[src/hdl/esc_pkg.sv]
package esc_pkg;

  localparam int ADC_W   = 20;
  localparam int VAL_W   = 33;
  localparam int FUNC_W  = 2;
  localparam int STEP_W  = 4;
  localparam int APB_AW  = 6;
  localparam int APB_DW  = 64;
  localparam int DIV_CW  = 6;

  localparam logic [31:0] P_OFFSET  = 32'd64000;
  localparam logic [31:0] P_BASE    = 32'd1048576;
  localparam logic [31:0] P_SCALE   = 32'd3125;
  localparam logic [31:0] P_HALF    = 32'd32768;
  localparam logic [31:0] H_OFFSET  = 32'd76800;
  localparam logic [31:0] H_MAX     = 32'd419430400;
  localparam logic [31:0] H_BIAS    = 32'd2097152;
  localparam logic [31:0] H_ROUND   = 32'd16384;
  localparam logic [31:0] H_ROUND2  = 32'd8192;
  localparam logic [31:0] T_ROUND   = 32'd128;
  localparam logic [31:0] T_SCALE   = 32'd5;

  typedef enum logic [FUNC_W-1:0] {
    FUNC_TEMP  = 2'd0,
    FUNC_PRESS = 2'd1,
    FUNC_HUM   = 2'd2,
    FUNC_NONE  = 2'd3
  } func_t;

  typedef enum logic [2:0] {
    REG_CAL_TEMP    = 3'd0,
    REG_CAL_PRESS_A = 3'd1,
    REG_CAL_PRESS_B = 3'd2,
    REG_CAL_P9      = 3'd3,
    REG_CAL_HUM     = 3'd4
  } reg_idx_t;

  typedef enum logic [1:0] {
    ST_IDLE,
    ST_RUN,
    ST_DIV
  } state_t;

  typedef struct packed {
    logic              load;
    logic              exec;
    logic              ld_out;
    logic [STEP_W-1:0] step;
  } cmd_t;

  typedef struct packed {
    logic fin;
    logic div_go;
    logic div_busy;
  } stat_t;

  function automatic logic [31:0] asr(input logic [31:0] x, input int unsigned n);
    asr = $unsigned($signed(x) >>> n);
  endfunction

  function automatic logic [31:0] sx16(input logic [15:0] x);
    sx16 = {{16{x[15]}}, x};
  endfunction

endpackage

[src/hdl/esc_if.sv]
interface esc_in_if;
  import esc_pkg::*;
  logic                 valid;
  logic                 ready;
  logic [FUNC_W-1:0]    func;
  logic [ADC_W-1:0]     adc_value;
  modport source (output valid, func, adc_value, input ready);
  modport sink   (input valid, func, adc_value, output ready);
endinterface

interface esc_out_if;
  import esc_pkg::*;
  logic                 valid;
  logic                 ready;
  logic [FUNC_W-1:0]    kind;
  logic signed [VAL_W-1:0] value;
  logic                 invalid;
  modport source (output valid, kind, value, invalid, input ready);
  modport sink   (input valid, kind, value, invalid, output ready);
endinterface

[src/hdl/esc_div.sv]
module esc_div (
  input  logic        clk,
  input  logic        rst,
  input  logic        start,
  input  logic [31:0] dividend,
  input  logic [31:0] divisor,
  output logic        busy,
  output logic [31:0] quotient
);
  import esc_pkg::*;

  logic [31:0]       rem;
  logic [31:0]       dvs;
  logic [DIV_CW-1:0] cnt;
  logic [32:0]       rem_sh;
  logic [32:0]       diff;

  assign rem_sh = {rem, quotient[31]};
  assign diff   = rem_sh - {1'b0, dvs};

  always_ff @(posedge clk) begin
    if (rst) begin
      busy <= 1'b0;
      cnt  <= '0;
    end else if (start) begin
      busy <= 1'b1;
      cnt  <= '0;
    end else if (busy) begin
      cnt <= cnt + 1'b1;
      if (cnt == DIV_CW'(31)) busy <= 1'b0;
    end
  end

  // restoring division, one quotient bit per cycle
  always_ff @(posedge clk) begin
    if (start) begin
      rem      <= '0;
      quotient <= dividend;
      dvs      <= divisor;
    end else if (busy) begin
      if (!diff[32]) begin
        rem      <= diff[31:0];
        quotient <= {quotient[30:0], 1'b1};
      end else begin
        rem      <= rem_sh[31:0];
        quotient <= {quotient[30:0], 1'b0};
      end
    end
  end
endmodule

[src/hdl/esc_datapath.sv]
module esc_datapath (
  input  logic                       clk,
  input  logic                       rst,
  input  esc_pkg::cmd_t              cmd,
  output esc_pkg::stat_t             stat,
  input  logic [esc_pkg::FUNC_W-1:0] in_func,
  input  logic [esc_pkg::ADC_W-1:0]  in_adc,
  input  logic [47:0]                cal_temp,
  input  logic [63:0]                cal_press_a,
  input  logic [63:0]                cal_press_b,
  input  logic [15:0]                cal_press_p9,
  input  logic [63:0]                cal_hum,
  output logic [esc_pkg::FUNC_W-1:0] kind,
  output logic [esc_pkg::VAL_W-1:0]  value,
  output logic                       invalid
);
  import esc_pkg::*;

  func_t       fq;
  logic [ADC_W-1:0] adc;
  logic [31:0] r0, r1, r2, r3, r4, r5;
  logic [31:0] nr0, nr1, nr2, nr3, nr4, nr5;
  logic [31:0] fine_temperature, fine_temperature_next;
  logic        ft_we;
  logic [31:0] ma, mb, prod;
  logic [VAL_W-1:0] res_val;
  logic        res_bad;
  logic        div_start, div_busy;
  logic [31:0] div_q;
  logic [31:0] adc_u, adc16, tmp, hv;

  logic [31:0] t1, t2, t3, p1, p2, p3, p4, p5, p6, p7, p8, p9;
  logic [31:0] h1, h2, h3, h4, h5, h6;

  assign t1 = {16'b0, cal_temp[15:0]};
  assign t2 = sx16(cal_temp[31:16]);
  assign t3 = sx16(cal_temp[47:32]);
  assign p1 = {16'b0, cal_press_a[15:0]};
  assign p2 = sx16(cal_press_a[31:16]);
  assign p3 = sx16(cal_press_a[47:32]);
  assign p4 = sx16(cal_press_a[63:48]);
  assign p5 = sx16(cal_press_b[15:0]);
  assign p6 = sx16(cal_press_b[31:16]);
  assign p7 = sx16(cal_press_b[47:32]);
  assign p8 = sx16(cal_press_b[63:48]);
  assign p9 = sx16(cal_press_p9);
  assign h1 = {24'b0, cal_hum[7:0]};
  assign h2 = sx16(cal_hum[23:8]);
  assign h3 = {24'b0, cal_hum[31:24]};
  assign h4 = {{20{cal_hum[43]}}, cal_hum[43:32]};
  assign h5 = {{20{cal_hum[55]}}, cal_hum[55:44]};
  assign h6 = {{24{cal_hum[63]}}, cal_hum[63:56]};

  assign adc_u = {{(32-ADC_W){1'b0}}, adc};
  assign adc16 = {16'b0, adc[15:0]};

  // single shared multiplier, low 32 bits of the product
  assign prod = ma * mb;

  esc_div u_div (
    .clk      (clk),
    .rst      (rst),
    .start    (div_start),
    .dividend (r5[31] ? r5 : {r5[30:0], 1'b0}),
    .divisor  (r4),
    .busy     (div_busy),
    .quotient (div_q)
  );

  always_comb begin
    ma = '0;
    mb = '0;
    nr0 = r0; nr1 = r1; nr2 = r2; nr3 = r3; nr4 = r4; nr5 = r5;
    fine_temperature_next = fine_temperature;
    ft_we   = 1'b0;
    res_val = '0;
    res_bad = 1'b0;
    stat.fin      = 1'b0;
    stat.div_go   = 1'b0;
    stat.div_busy = div_busy;
    tmp = '0;
    hv  = '0;
    case (fq)
      FUNC_TEMP: begin
        case (cmd.step)
          4'd0: nr0 = (adc_u >> 3) - (t1 << 1);
          4'd1: begin ma = r0; mb = t2; nr0 = asr(prod, 11); end
          4'd2: nr1 = (adc_u >> 4) - t1;
          4'd3: begin ma = r1; mb = r1; nr1 = asr(prod, 12); end
          4'd4: begin ma = r1; mb = t3; nr1 = asr(prod, 14); end
          4'd5: begin
            nr0 = r0 + r1;
            fine_temperature_next = r0 + r1;
            ft_we = 1'b1;
          end
          default: begin
            ma = r0; mb = T_SCALE;
            tmp = asr(prod + T_ROUND, 8);
            res_val = {tmp[31], tmp};
            stat.fin = 1'b1;
          end
        endcase
      end
      FUNC_PRESS: begin
        case (cmd.step)
          4'd0: begin
            tmp = asr(fine_temperature, 1) - P_OFFSET;
            nr0 = tmp;
            nr1 = asr(tmp, 2);
          end
          4'd1: begin ma = r1; mb = r1; nr2 = prod; end
          4'd2: begin ma = asr(r2, 11); mb = p6; nr3 = prod; end
          4'd3: begin ma = r0; mb = p5; nr3 = r3 + (prod << 1); end
          4'd4: nr3 = asr(r3, 2) + (p4 << 16);
          4'd5: begin ma = p3; mb = asr(r2, 13); nr4 = asr(prod, 3); end
          4'd6: begin ma = p2; mb = r0; nr4 = asr(r4 + asr(prod, 1), 18); end
          4'd7: begin ma = P_HALF + r4; mb = p1; nr4 = asr(prod, 15); end
          4'd8: begin
            if (r4 == '0) begin
              res_bad  = 1'b1;
              stat.fin = 1'b1;
            end else begin
              ma = (P_BASE - adc_u) - asr(r3, 12);
              mb = P_SCALE;
              nr5 = prod;
            end
          end
          4'd9: begin
            // remember whether the quotient must be doubled afterwards
            nr2 = {31'b0, r5[31]};
            stat.div_go = 1'b1;
          end
          4'd10: nr5 = r2[0] ? {div_q[30:0], 1'b0} : div_q;
          4'd11: begin ma = r5 >> 3; mb = r5 >> 3; nr0 = prod >> 13; end
          4'd12: begin ma = p9; mb = r0; nr0 = asr(prod, 12); end
          4'd13: begin ma = r5 >> 2; mb = p8; nr1 = asr(prod, 13); end
          default: begin
            tmp = r5 + asr(r0 + r1 + p7, 4);
            res_val = {1'b0, tmp};
            stat.fin = 1'b1;
          end
        endcase
      end
      FUNC_HUM: begin
        case (cmd.step)
          4'd0: nr0 = fine_temperature - H_OFFSET;
          4'd1: begin ma = r0; mb = h5; nr1 = prod; end
          4'd2: nr1 = asr((adc16 << 14) - (h4 << 20) - r1 + H_ROUND, 15);
          4'd3: begin ma = r0; mb = h6; nr2 = asr(prod, 10); end
          4'd4: begin ma = r0; mb = h3; nr3 = asr(prod, 11) + P_HALF; end
          4'd5: begin ma = r2; mb = r3; nr2 = prod; end
          4'd6: nr2 = asr(r2, 10) + H_BIAS;
          4'd7: begin ma = r2; mb = h2; nr2 = asr(prod + H_ROUND2, 14); end
          4'd8: begin ma = r1; mb = r2; nr1 = prod; end
          4'd9: begin ma = asr(r1, 15); mb = asr(r1, 15); nr2 = prod; end
          4'd10: begin ma = asr(r2, 7); mb = h1; nr2 = prod; end
          4'd11: nr1 = r1 - asr(r2, 4);
          default: begin
            hv = r1;
            if (hv[31]) hv = '0;
            if (hv > H_MAX) hv = H_MAX;
            res_val = {1'b0, hv >> 12};
            stat.fin = 1'b1;
          end
        endcase
      end
      default: begin
        res_bad  = 1'b1;
        stat.fin = 1'b1;
      end
    endcase
  end

  assign div_start = cmd.exec && stat.div_go;

  always_ff @(posedge clk) begin
    if (cmd.load) begin
      fq  <= func_t'(in_func);
      adc <= in_adc;
    end
    if (cmd.exec) begin
      r0 <= nr0; r1 <= nr1; r2 <= nr2; r3 <= nr3; r4 <= nr4; r5 <= nr5;
    end
    if (cmd.ld_out) begin
      kind    <= fq;
      value   <= res_val;
      invalid <= res_bad;
    end
  end

  always_ff @(posedge clk) begin
    if (rst) begin
      fine_temperature <= '0;
    end else if (cmd.exec && ft_we) begin
      fine_temperature <= fine_temperature_next;
    end
  end
endmodule

[src/hdl/esc_ctrl.sv]
module esc_ctrl (
  input  logic           clk,
  input  logic           rst,
  input  logic           in_valid,
  output logic           in_ready,
  output logic           out_valid,
  input  logic           out_ready,
  output esc_pkg::cmd_t  cmd,
  input  esc_pkg::stat_t stat
);
  import esc_pkg::*;

  state_t state, state_next;
  logic [STEP_W-1:0] step, step_next;
  logic out_free;

  assign out_free = !out_valid || out_ready;

  always_ff @(posedge clk) begin
    if (rst) begin
      state <= ST_IDLE;
      step  <= '0;
    end else begin
      state <= state_next;
      step  <= step_next;
    end
  end

  always_comb begin
    state_next = state;
    step_next  = step;
    in_ready   = 1'b0;
    cmd.load   = 1'b0;
    cmd.exec   = 1'b0;
    cmd.ld_out = 1'b0;
    cmd.step   = step;
    case (state)
      ST_IDLE: begin
        in_ready = 1'b1;
        if (in_valid) begin
          cmd.load   = 1'b1;
          step_next  = '0;
          state_next = ST_RUN;
        end
      end
      ST_RUN: begin
        if (stat.div_go) begin
          cmd.exec   = 1'b1;
          step_next  = step + 1'b1;
          state_next = ST_DIV;
        end else if (stat.fin) begin
          // hold the final step until the output register is free
          if (out_free) begin
            cmd.ld_out = 1'b1;
            state_next = ST_IDLE;
          end
        end else begin
          cmd.exec  = 1'b1;
          step_next = step + 1'b1;
        end
      end
      ST_DIV: begin
        if (!stat.div_busy) state_next = ST_RUN;
      end
      default: state_next = ST_IDLE;
    endcase
  end

  always_ff @(posedge clk) begin
    if (rst) begin
      out_valid <= 1'b0;
    end else if (cmd.ld_out) begin
      out_valid <= 1'b1;
    end else if (out_ready) begin
      out_valid <= 1'b0;
    end
  end
endmodule

[src/hdl/env_sensor_compensation_top.sv]
// channel  dir  handshake       payload
// in_ch    in   valid / ready   func[1:0], adc_value[19:0]
// out_ch   out  valid / ready   kind[1:0], value[32:0], invalid
// apb      in   psel / penable  paddr[5:0], pwdata[63:0], prdata[63:0]
//
// one transaction at a time through a shared 32x32 multiplier sequencer
// temperature, humidity and pressure each run as a sequence of steps; pressure
// takes 15 steps and waits on the radix-2 divider; an unused selector is reported invalid
// reset is synchronous and clears the calibration registers and fine temperature
// a finished result waits in the output register while the next input is taken
module env_sensor_compensation_top (
  input  logic                       clk,
  input  logic                       rst,
  esc_in_if.sink                     in_ch,
  esc_out_if.source                  out_ch,
  input  logic                       psel,
  input  logic                       penable,
  input  logic                       pwrite,
  input  logic [esc_pkg::APB_AW-1:0] paddr,
  input  logic [esc_pkg::APB_DW-1:0] pwdata,
  output logic [esc_pkg::APB_DW-1:0] prdata,
  output logic                       pready
);
  import esc_pkg::*;

  logic [47:0] cal_temp;
  logic [63:0] cal_press_a;
  logic [63:0] cal_press_b;
  logic [15:0] cal_press_p9;
  logic [63:0] cal_hum;
  reg_idx_t    ridx;
  cmd_t        cmd;
  stat_t       stat;

  assign pready = 1'b1;
  assign ridx   = reg_idx_t'(paddr[5:3]);

  always_ff @(posedge clk) begin
    if (rst) begin
      cal_temp     <= '0;
      cal_press_a  <= '0;
      cal_press_b  <= '0;
      cal_press_p9 <= '0;
      cal_hum      <= '0;
    end else if (psel && penable && pwrite) begin
      case (ridx)
        REG_CAL_TEMP:    cal_temp     <= pwdata[47:0];
        REG_CAL_PRESS_A: cal_press_a  <= pwdata;
        REG_CAL_PRESS_B: cal_press_b  <= pwdata;
        REG_CAL_P9:      cal_press_p9 <= pwdata[15:0];
        REG_CAL_HUM:     cal_hum      <= pwdata;
        default: ;
      endcase
    end
  end

  always_comb begin
    case (ridx)
      REG_CAL_TEMP:    prdata = {16'b0, cal_temp};
      REG_CAL_PRESS_A: prdata = cal_press_a;
      REG_CAL_PRESS_B: prdata = cal_press_b;
      REG_CAL_P9:      prdata = {48'b0, cal_press_p9};
      REG_CAL_HUM:     prdata = cal_hum;
      default:         prdata = '0;
    endcase
  end

  esc_ctrl u_ctrl (
    .clk       (clk),
    .rst       (rst),
    .in_valid  (in_ch.valid),
    .in_ready  (in_ch.ready),
    .out_valid (out_ch.valid),
    .out_ready (out_ch.ready),
    .cmd       (cmd),
    .stat      (stat)
  );

  esc_datapath u_dp (
    .clk          (clk),
    .rst          (rst),
    .cmd          (cmd),
    .stat         (stat),
    .in_func      (in_ch.func),
    .in_adc       (in_ch.adc_value),
    .cal_temp     (cal_temp),
    .cal_press_a  (cal_press_a),
    .cal_press_b  (cal_press_b),
    .cal_press_p9 (cal_press_p9),
    .cal_hum      (cal_hum),
    .kind         (out_ch.kind),
    .value        (out_ch.value),
    .invalid      (out_ch.invalid)
  );
endmodule

[src/flat_wrapper.sv]
// flat-port wrapper written by rule: the top's interface ports become plain ports
module env_sensor_compensation_top_flat import esc_pkg::*;
  (clk, rst, psel, penable, pwrite, paddr, pwdata, prdata, pready, in_ch_valid, in_ch_func, in_ch_adc_value, in_ch_ready, out_ch_valid, out_ch_kind, out_ch_value, out_ch_invalid, out_ch_ready);
  esc_in_if in_ch_i ();
  esc_out_if out_ch_i ();
  input  logic clk;
  input  logic rst;
  input  logic psel;
  input  logic penable;
  input  logic pwrite;
  input  logic [esc_pkg::APB_AW-1:0] paddr;
  input  logic [esc_pkg::APB_DW-1:0] pwdata;
  output logic [esc_pkg::APB_DW-1:0] prdata;
  output logic pready;
  input wire logic [$bits(in_ch_i.valid)-1:0] in_ch_valid;
  input wire logic [$bits(in_ch_i.func)-1:0] in_ch_func;
  input wire logic [$bits(in_ch_i.adc_value)-1:0] in_ch_adc_value;
  output wire logic [$bits(in_ch_i.ready)-1:0] in_ch_ready;
  output wire logic [$bits(out_ch_i.valid)-1:0] out_ch_valid;
  output wire logic [$bits(out_ch_i.kind)-1:0] out_ch_kind;
  output wire logic [$bits(out_ch_i.value)-1:0] out_ch_value;
  output wire logic [$bits(out_ch_i.invalid)-1:0] out_ch_invalid;
  input wire logic [$bits(out_ch_i.ready)-1:0] out_ch_ready;
  assign in_ch_i.valid = in_ch_valid;
  assign in_ch_i.func = in_ch_func;
  assign in_ch_i.adc_value = in_ch_adc_value;
  assign in_ch_ready = in_ch_i.ready;
  assign out_ch_valid = out_ch_i.valid;
  assign out_ch_kind = out_ch_i.kind;
  assign out_ch_value = out_ch_i.value;
  assign out_ch_invalid = out_ch_i.invalid;
  assign out_ch_i.ready = out_ch_ready;
  env_sensor_compensation_top u_core (.clk(clk), .rst(rst), .in_ch(in_ch_i), .out_ch(out_ch_i), .psel(psel), .penable(penable), .pwrite(pwrite), .paddr(paddr), .pwdata(pwdata), .prdata(prdata), .pready(pready));
endmodule
[config.mk]
export PLATFORM = sky130hd
export DESIGN_NAME = env_sensor_compensation_top_flat
export DESIGN_NICKNAME = d
export VERILOG_FILES = /design/src/hdl/esc_pkg.sv /design/src/hdl/esc_if.sv /design/src/hdl/esc_div.sv /design/src/hdl/esc_datapath.sv /design/src/hdl/esc_ctrl.sv /design/src/hdl/env_sensor_compensation_top.sv /design/src/flat_wrapper.sv
export SDC_FILE = /design/constraint.sdc
export NUM_CORES = 2
export LEC_CHECK = 0
export BUFFER_PORTS_ARGS = -buffer_cell sky130_fd_sc_hd__buf_2
export CAP_MARGIN = 15
export CELL_PAD_IN_SITES_DETAIL_PLACEMENT = 1
export CELL_PAD_IN_SITES_GLOBAL_PLACEMENT = 1
export CORE_AREA = 4 4 399 401
export DETAILED_ROUTE_END_ITERATION = 7
export DIE_AREA = 0 0 403 405
export PLACE_DENSITY = 0.8
export SYNTH_ARGS = -nofsm -noshare
export SYNTH_HDL_FRONTEND = slang
export SYNTH_HIERARCHICAL = 1
export SYNTH_SLANG_ARGS = --single-unit
[constraint.sdc]
create_clock -name clk -period 12.5 [get_ports clk]
set_clock_uncertainty 0.1 [all_clocks]
set_input_delay 0 -clock clk [delete_from_list [all_inputs] [get_ports clk]]
set_output_delay 0 -clock clk [all_outputs]
set_load 0.005 [all_outputs]
# == Word-level counts from Yosys, hierarchy flattened ==
# Index checks and enable logic that the tools add are counted.
# classes
addsub,24
multipliers,1
order_cmp,1
eq_ne,38
muxes,77
reduce_logical,45
# ops
op,n
32-bit one-hot mux with 3 select lines,10
32-bit 2-to-1 mux,13
32-bit one-hot mux with 2 select lines,6
32-bit one-hot mux with 10 select lines,1
64-bit one-hot mux with 5 select lines,1
32-bit one-hot mux with 9 select lines,1
32-bit one-hot mux with 4 select lines,2
32-bit one-hot mux with 8 select lines,1
32-bit adder,6
32-bit one-hot mux with 5 select lines,1
33-bit one-hot mux with 3 select lines,1
32-bit subtractor,2
33-bit 2-to-1 mux,1
33-bit by 32-bit subtractor with 33-bit output,1
16-bit by 32-bit adder with 32-bit output (first input constant),1
32-bit by 14-bit adder with 32-bit output (second input constant),1
32-bit by 15-bit adder with 32-bit output (second input constant),1
32-bit by 8-bit adder with 32-bit output (second input constant),1
32-bit by 29-bit greater-than comparator with 1-bit output (second input constant),1
32-bit logical NOT,1
32-bit by 32-bit multiplier with 32-bit output,1
30-bit by 32-bit subtractor with 32-bit output,1
31-bit by 17-bit subtractor with 32-bit output (second input constant),1
32-bit by 17-bit subtractor with 32-bit output (second input constant),1
52 further kinds,129
# word_totals
regBits,648
word_cells,211

# == Longest topological paths before layout ==
# depth
ltp_word,9
ltp_mapped,57
depth_no_buf,55

# == By module ==
# Netlist, hierarchy kept.
# by_module_without_submodules
module,instances,cells_per_inst,area_per_inst_um2
esc_datapath,1,6320,51152.8
env_sensor_compensation_top,1,1191,12102.9
esc_div,1,616,6153.4
esc_ctrl,1,42,377.9

# == Worst setup path after synthesis ==
# Ideal clock, no wire load.
# synth_timing
path_kind,flip-flop to flip-flop
start,reg u_core.u_dp.adc[0]
end,reg u_core.u_dp.r4[19] (data pin)
setup_ns,0.291
t_arrival_ns,12.039
required_ns,12.109
path_slack_ns,0.070
path_stages_with_launch,52
path_buffers,3
synth_period_minus_slack_ns,12.430
path_cell_list,edfxtp_1 inv_1 ha_1 nand2_1 xnor2_1 ha_1 or4_1 o21ai_0 a211o_1 a21oi_1 o31a_1 o21a_1 or3_1 a31oi_1 nor2_1 nor2_1 clkbuf_1 nor2_1 [... 16 more ...] a21boi_0 inv_1 a21o_1 nor3_1 a311oi_1 inv_1 clkbuf_1 ha_1 o21ai_0 nand2b_1 o311ai_0 a2111oi_0 o21a_1 nand4_1 nand3_1 a21boi_1 buf_2 o21ai_0
# synth_between
elab_chain_cells,8
# synth_rtl
item,line,text
"start, declared",esc_datapath.sv:20,logic [ADC_W-1:0] adc;
"start signal, assigned",esc_datapath.sv:179,adc <= in_adc;
21-bit by 20-bit subtractor with 22-bit output (*),esc_datapath.sv:123,"ma = (P_BASE - adc_u) - asr(r3, 12);"
22-bit by 20-bit subtractor with 23-bit output (*),esc_datapath.sv:123,
32-bit 2-to-1 mux (*),esc_datapath.sv:119,if (r4 == '0) begin
32-bit one-hot mux with 10 select lines (*),esc_datapath.sv:105,case (cmd.step)
32-bit one-hot mux with 3 select lines (*),esc_datapath.sv:83,case (fq)
32-bit by 32-bit multiplier with 32-bit output (*),esc_datapath.sv:58,assign prod = ma * mb;
32-bit adder,esc_datapath.sv:116,"4'd6: begin ma = p2; mb = r0; nr4 = asr(r4 + asr(prod, 1), 18); end"
32-bit one-hot mux with 3 select lines (*),esc_datapath.sv:105,
"end signal, assigned",esc_datapath.sv:182,r0 <= nr0; r1 <= nr1; r2 <= nr2; r3 <= nr3; r4 <= nr4; r5 <= nr5;
"end, declared",esc_datapath.sv:21,"logic [31:0] r0, r1, r2, r3, r4, r5;"
# Every way passes the cells marked *; elsewhere a longest branch is shown, timed or not.
# A chain may end at the register's enable or synchronous reset.

# == Final worst setup path ==
# layout_timing
start,reg u_core.u_dp.adc[1]
end,reg u_core/u_dp/value[25] in the netlist's numbering (data pin)
# layout_between
elab_chain_cells,9
# layout_rtl
item,line,text
21-bit by 20-bit subtractor with 22-bit output,esc_datapath.sv:123,
22-bit by 20-bit subtractor with 23-bit output,esc_datapath.sv:123,
32-bit 2-to-1 mux,esc_datapath.sv:119,
32-bit one-hot mux with 10 select lines,esc_datapath.sv:105,
32-bit one-hot mux with 3 select lines,esc_datapath.sv:83,
32-bit by 32-bit multiplier with 32-bit output,esc_datapath.sv:58,
32-bit by 8-bit adder with 32-bit output,esc_datapath.sv:98,"tmp = asr(prod + T_ROUND, 8);"
33-bit 2-to-1 mux,esc_datapath.sv:85,case (cmd.step)
33-bit one-hot mux with 3 select lines,esc_datapath.sv:83,
net u_core.u_dp.res_val[25],esc_datapath.sv:26,logic [VAL_W-1:0] res_val;
"end signal, assigned",esc_datapath.sv:186,value <= res_val;
"end, declared",esc_datapath.sv:14,"output logic [esc_pkg::VAL_W-1:0] value,"
# The timed path passes the listed nets, and every way through them passes these cells.

==> qor.log <==
INFO  status         run_status=complete, but fails checks
INFO  status         failed_checks=design-rule violations, negative setup slack
INFO  synth          synth_seq_area_share=0.230
INFO  layout         multi_input_comb_area=0.0505mm²
INFO  setup_path     cp.required=12,860ps
INFO  clock_network  cts.sink_count=645
INFO  layout         drive_above_1_share=0.203
INFO  drt            num_vias=77,400
INFO  synth          synth.distinct_cells=126
INFO  clock_network  h_tree_depth=3
INFO  synth          main_combinational_cell_family_by_area_after_synthesis=adder cells
INFO  pwr            power.ir.vdd_worst=0.000111V
INFO  synth          synth_largest_area_cell=sky130_fd_sc_hd__edfxtp_1
INFO  synth          net_count_after_synthesis=9,164
INFO  setup_path     worst_setup_path_start_kind=register
INFO  setup_path     critPathKind=reg2reg
INFO  setup_path     critical_path_depth=55
INFO  floorplanning  top_level_ports=202
INFO  min_path       holdCritPathClass=in2reg
INFO  grt            grt.met2_usage=0.754
INFO  timing         worst_slew_margin_rel=0.0682
INFO  setup_path     critical_path_slowest_stage_cell=sky130_fd_sc_hd__fa_1
INFO  drt            drcViolationCount=27
INFO  floorplanning  dieArea=0.163mm²
INFO  timing         setup_ws=-215ps
INFO  grt            global_route.peak_usage_layer=met2
INFO  synth          postSynthCellCount=8,169
INFO  grt            globalRoute.totalOverflow=0
INFO  synth          synthDominantCellAreaShare=0.134
INFO  floorplanning  fp.dieW=403µm
INFO  synth          yosys_most_used_dff=sky130_fd_sc_hd__dfxtp_1
INFO  grt            grt_pass1_vias=77,700
INFO  placement      port_buffers=197
INFO  setup_path     critical_path_arrival=13,080ps
INFO  layout         final_core_utilization=0.548
INFO  layout         filler_cell_count=18,100
INFO  synth          ys_seq_elements=645
INFO  synth          synthMostInstantiatedCell=sky130_fd_sc_hd__inv_1
INFO  synth          synth.area.top_cells=sky130_fd_sc_hd__edfxtp_1 13%, sky130_fd_sc_hd__fa_1 12%, sky130_fd_sc_hd__dfxtp_1 9.6%
INFO  grt            use_met3=0.201
INFO  setup_path     path_max_fanout=5
INFO  timing         report.final.hold_viol_count=0
INFO  timing         achievable-frequency=78.6MHz
INFO  placement      gp_congestion=1.15
INFO  floorplanning  core_region_area=0.156mm²
INFO  setup_path     worst_setup_path_end_kind=register
INFO  grt            grt_pass1_wl=599,000µm
INFO  timing         timing.final.crit_share=1.02
INFO  synth          synth_edf_count=311
INFO  timing         period_minus_slack=12,710ps
INFO  synth          synth_compound_gate_area_share=0.199
INFO  drt            drt-initial-drc-count=11,900
INFO  min_path       hold-path-cell-count=4
INFO  drt            wl_per_cell=39.4µm
INFO  synth          xor_xnor_share_of_the_synthesized_area=0.0521
INFO  pwr            p_leak=36.5nW
INFO  floorplanning  initial_core_util=0.448
INFO  setup_path     max_stage_delay=570ps
INFO  pwr            power-per-cell-area=77.2mW/mm²
INFO  setup_path     worst-r2r-cell-count=55
INFO  drt            routed_wire_length=440,000µm
INFO  clock_network  cts.clk_slew.worst_paths=80ps
INFO  timing         setup_total_negative_slack=-4750ps
INFO  synth          simple_gate_area_share_of_the_yosys_netlist=0.175
INFO  setup_path     critPathBufInv=19
INFO  layout         net_count_of_the_finished_layout=10,000
INFO  setup_path     path_delay_family=adder cells
INFO  drt            first_pass_iters=8
INFO  floorplanning  floorplan.die.height=405µm
INFO  synth          synthesis.yosys.warnings=6
INFO  synth          synth_area_per_cell=8.54µm²
INFO  synth          synth_fa_ha_area_frac=0.207
INFO  clock_network  insertion_delay=760ps
INFO  synth          post_synth_mux_area_share=0.0628
INFO  layout         register_cell_area_after_layout=0.0160mm²
INFO  flow_run       drv_cap=0
INFO  grt            grt_start_max_net_pins=135
INFO  setup_path     cpMostUsedCell=sky130_fd_sc_hd__buf_6
INFO  grt            grtUsageMet1=0.603
INFO  synth          synth_async_sr_flop_share=0
INFO  clock_network  inserted_clock_buffers=83
INFO  placement      place.detailed.hpwl=338,000µm
INFO  synth          most_used_standard_cells_in_the_synthesized_netlist=746 x sky130_fd_sc_hd__inv_1, 705 x sky130_fd_sc_hd__nand2_1, 596 x sky130_fd_sc_hd__nor2_1
INFO  placement      placedCellCount=10,800
INFO  synth          post_synth_design_cell_area=0.0698mm²
INFO  grt            antenna_violations_before_repair=57
INFO  clock_network  cts_root_buf=sky130_fd_sc_hd__clkbuf_16
INFO  timing         max_slew.worst_pin.slew=1400ps
INFO  layout         post_layout_nonfiller_instances=11,200
INFO  timing         setup-violations-final=46
INFO  drt            detail_route.vias_per_cell=6.92
INFO  drt            drt.antenna.violating_nets=0
INFO  clock_network  tritoncts_clock_tree=done
INFO  clock_network  cts_max_path_buffers=3
INFO  timing         slew_viol_final=0
INFO  timing         unrepaired_setup_endpoints_after_global_routing=yes
INFO  pwr            totalPowerFinal=6.58mW
INFO  grt            grtUsageTotal=0.519
INFO  floorplanning  row_count=145
INFO  layout         synthToLayoutAreaGrowth=22.2%
==> cells by family (layout without fill, tap and decap cells) <==
group | Yosys count | count (layout)
buffers and inverters | 1287 | 2199
AOI/OAI and AO/OA | 2048 | 2048
xor gates and xnor gates | 389 | 389
DFF | 645 | 645
and+or+nand+nor | 2477 | 2477
other | 1 | 47
muxes | 426 | 426
adders and majority gates | 896 | 896
==> cell usage in the layout (no fill, tap or decap), types with 44 or more instances in the layout <==
cell,instances
sky130_fd_sc_hd__o211ai_1,79
sky130_fd_sc_hd__nor2b_1,86
sky130_fd_sc_hd__nor2_1,573
sky130_fd_sc_hd__o21a_1,57
sky130_fd_sc_hd__diode_2,46
sky130_fd_sc_hd__xnor2_1,264
sky130_fd_sc_hd__mux2i_1,341
sky130_fd_sc_hd__inv_1,714
sky130_fd_sc_hd__or2_2,49
sky130_fd_sc_hd__a222oi_1,87
sky130_fd_sc_hd__nor3_1,88
sky130_fd_sc_hd__a22oi_1,171
sky130_fd_sc_hd__edfxtp_1,311
sky130_fd_sc_hd__nand2_1,689
sky130_fd_sc_hd__a21o_1,83
sky130_fd_sc_hd__a221oi_1,73
sky130_fd_sc_hd__nand3b_1,48
sky130_fd_sc_hd__buf_12,53
sky130_fd_sc_hd__clkbuf_16,89
sky130_fd_sc_hd__mux2_2,81
sky130_fd_sc_hd__ha_1,438
sky130_fd_sc_hd__nand2b_1,464
sky130_fd_sc_hd__a21oi_1,438
sky130_fd_sc_hd__buf_4,869
sky130_fd_sc_hd__buf_2,196
sky130_fd_sc_hd__xor2_1,93
sky130_fd_sc_hd__dlygate4sd3_1,112
sky130_fd_sc_hd__nand3_1,132
sky130_fd_sc_hd__fa_1,407
sky130_fd_sc_hd__dfxtp_1,331
sky130_fd_sc_hd__buf_6,44
sky130_fd_sc_hd__o21ai_0,386
sky130_fd_sc_hd__a31oi_1,66
==> metal layers <==
| metal | share of wire | up-vias |
|---|---|---|
| li1 | - | 30500 |
| met1 | 0.35 | 38500 |
| met2 | 0.41 | 6150 |
| met3 | 0.13 | 2189 |
| met4 | 0.11 | 28 |
| met5 | 0.00063 | - |
==> path summary, 6_finish.rpt <==
check | to | slack (ps) | start
hold / removal | u_core/cal_press_a[48]$_SDFFE_PP0P_ | 30 | pwdata[48]
setup / recovery | u_core/u_dp/value[25]$_DFFE_PP_ | -210 | u_core/u_dp/adc[1]$_DFFE_PP_
setup reg to reg | u_core/u_dp/value[25]$_DFFE_PP_ | -210 | u_core/u_dp/adc[1]$_DFFE_PP_
hold reg to reg | u_core/u_dp/fine_temperature[0]$_SDFFE_PP0P_ | 380 | u_core/u_dp/fine_temperature[0]$_SDFFE_PP0P_
==> power by group <==
| group | total (mW) | internal [mW] | switching (mW) |
|---|---|---|---|
| Clock | 2.62 | 1.46 | 1.16 |
| Sequential | 2.38 | 2.27 | 0.109 |
| Combinational | 1.58 | 0.574 | 1.01 |
==> cell type report <==
cell class | count | area share
clock inverter | 47 | 0.00594
timing repair buffer | 1284 | 0.121
inverter | 759 | 0.0337
tap | 2058 | 0.0302
antenna | 46 | 0.00135
multi-input combinational | 6237 | 0.592
clock buffer | 109 | 0.0272
sequential | 645 | 0.188
==> registers in the layout, summed over array words and instances, names as in the netlist, 2 cells and up <==
name	count
u_core/u_ctrl/state	2
u_core/u_dp/r0	32
u_core/u_dp/u_div/cnt	6
u_core/u_dp/r2	32
u_core/u_dp/adc	20
u_core/cal_press_a	64
u_core/u_dp/u_div/rem	32
u_core/cal_hum	64
u_core/u_dp/u_div/quotient	32
u_core/u_dp/kind	2
u_core/u_dp/u_div/dvs	32
u_core/u_dp/r5	32
u_core/u_ctrl/step	4
u_core/u_dp/fine_temperature	32
u_core/cal_temp	48
u_core/cal_press_p9	16
u_core/u_dp/r4	29
u_core/cal_press_b	64
u_core/u_dp/value	33
u_core/u_dp/fq	2
u_core/u_dp/r3	32
u_core/u_dp/r1	32
==> tightest hold or removal path, cell delays in order <==
cell and delay, ps:
sky130_fd_sc_hd__dlygate4sd3_1 530, sky130_fd_sc_hd__buf_2 100, sky130_fd_sc_hd__nand2b_1 80, sky130_fd_sc_hd__mux2i_1 130
==> timing repair <==
action | in CTS | in global routing
hold buffers | 112 | 0
hold endpoints to repair | 305 | 0
setup endpoints to repair | 103 | 108
resized for setup | 112 | 349
gates cloned | 1 | 2
buffers inserted | 46 | 54
pin swaps | 64 | 142
==> per-stage QoR <==
stage | area [µm²] | hold WS [ps] | setup slack, ps
detailed placement | 78500 | 78.3 | -928
floorplan | 69800 | -30.9 | 70.0
CTS | 83300 | 3.59 | 5.69
global placement | 78500 | 76.4 | -1310
finish | 85300 | 31.1 | -215
global route | 85200 | 62.1 | -434
Note: power is estimated with default switching activity, not from simulation.
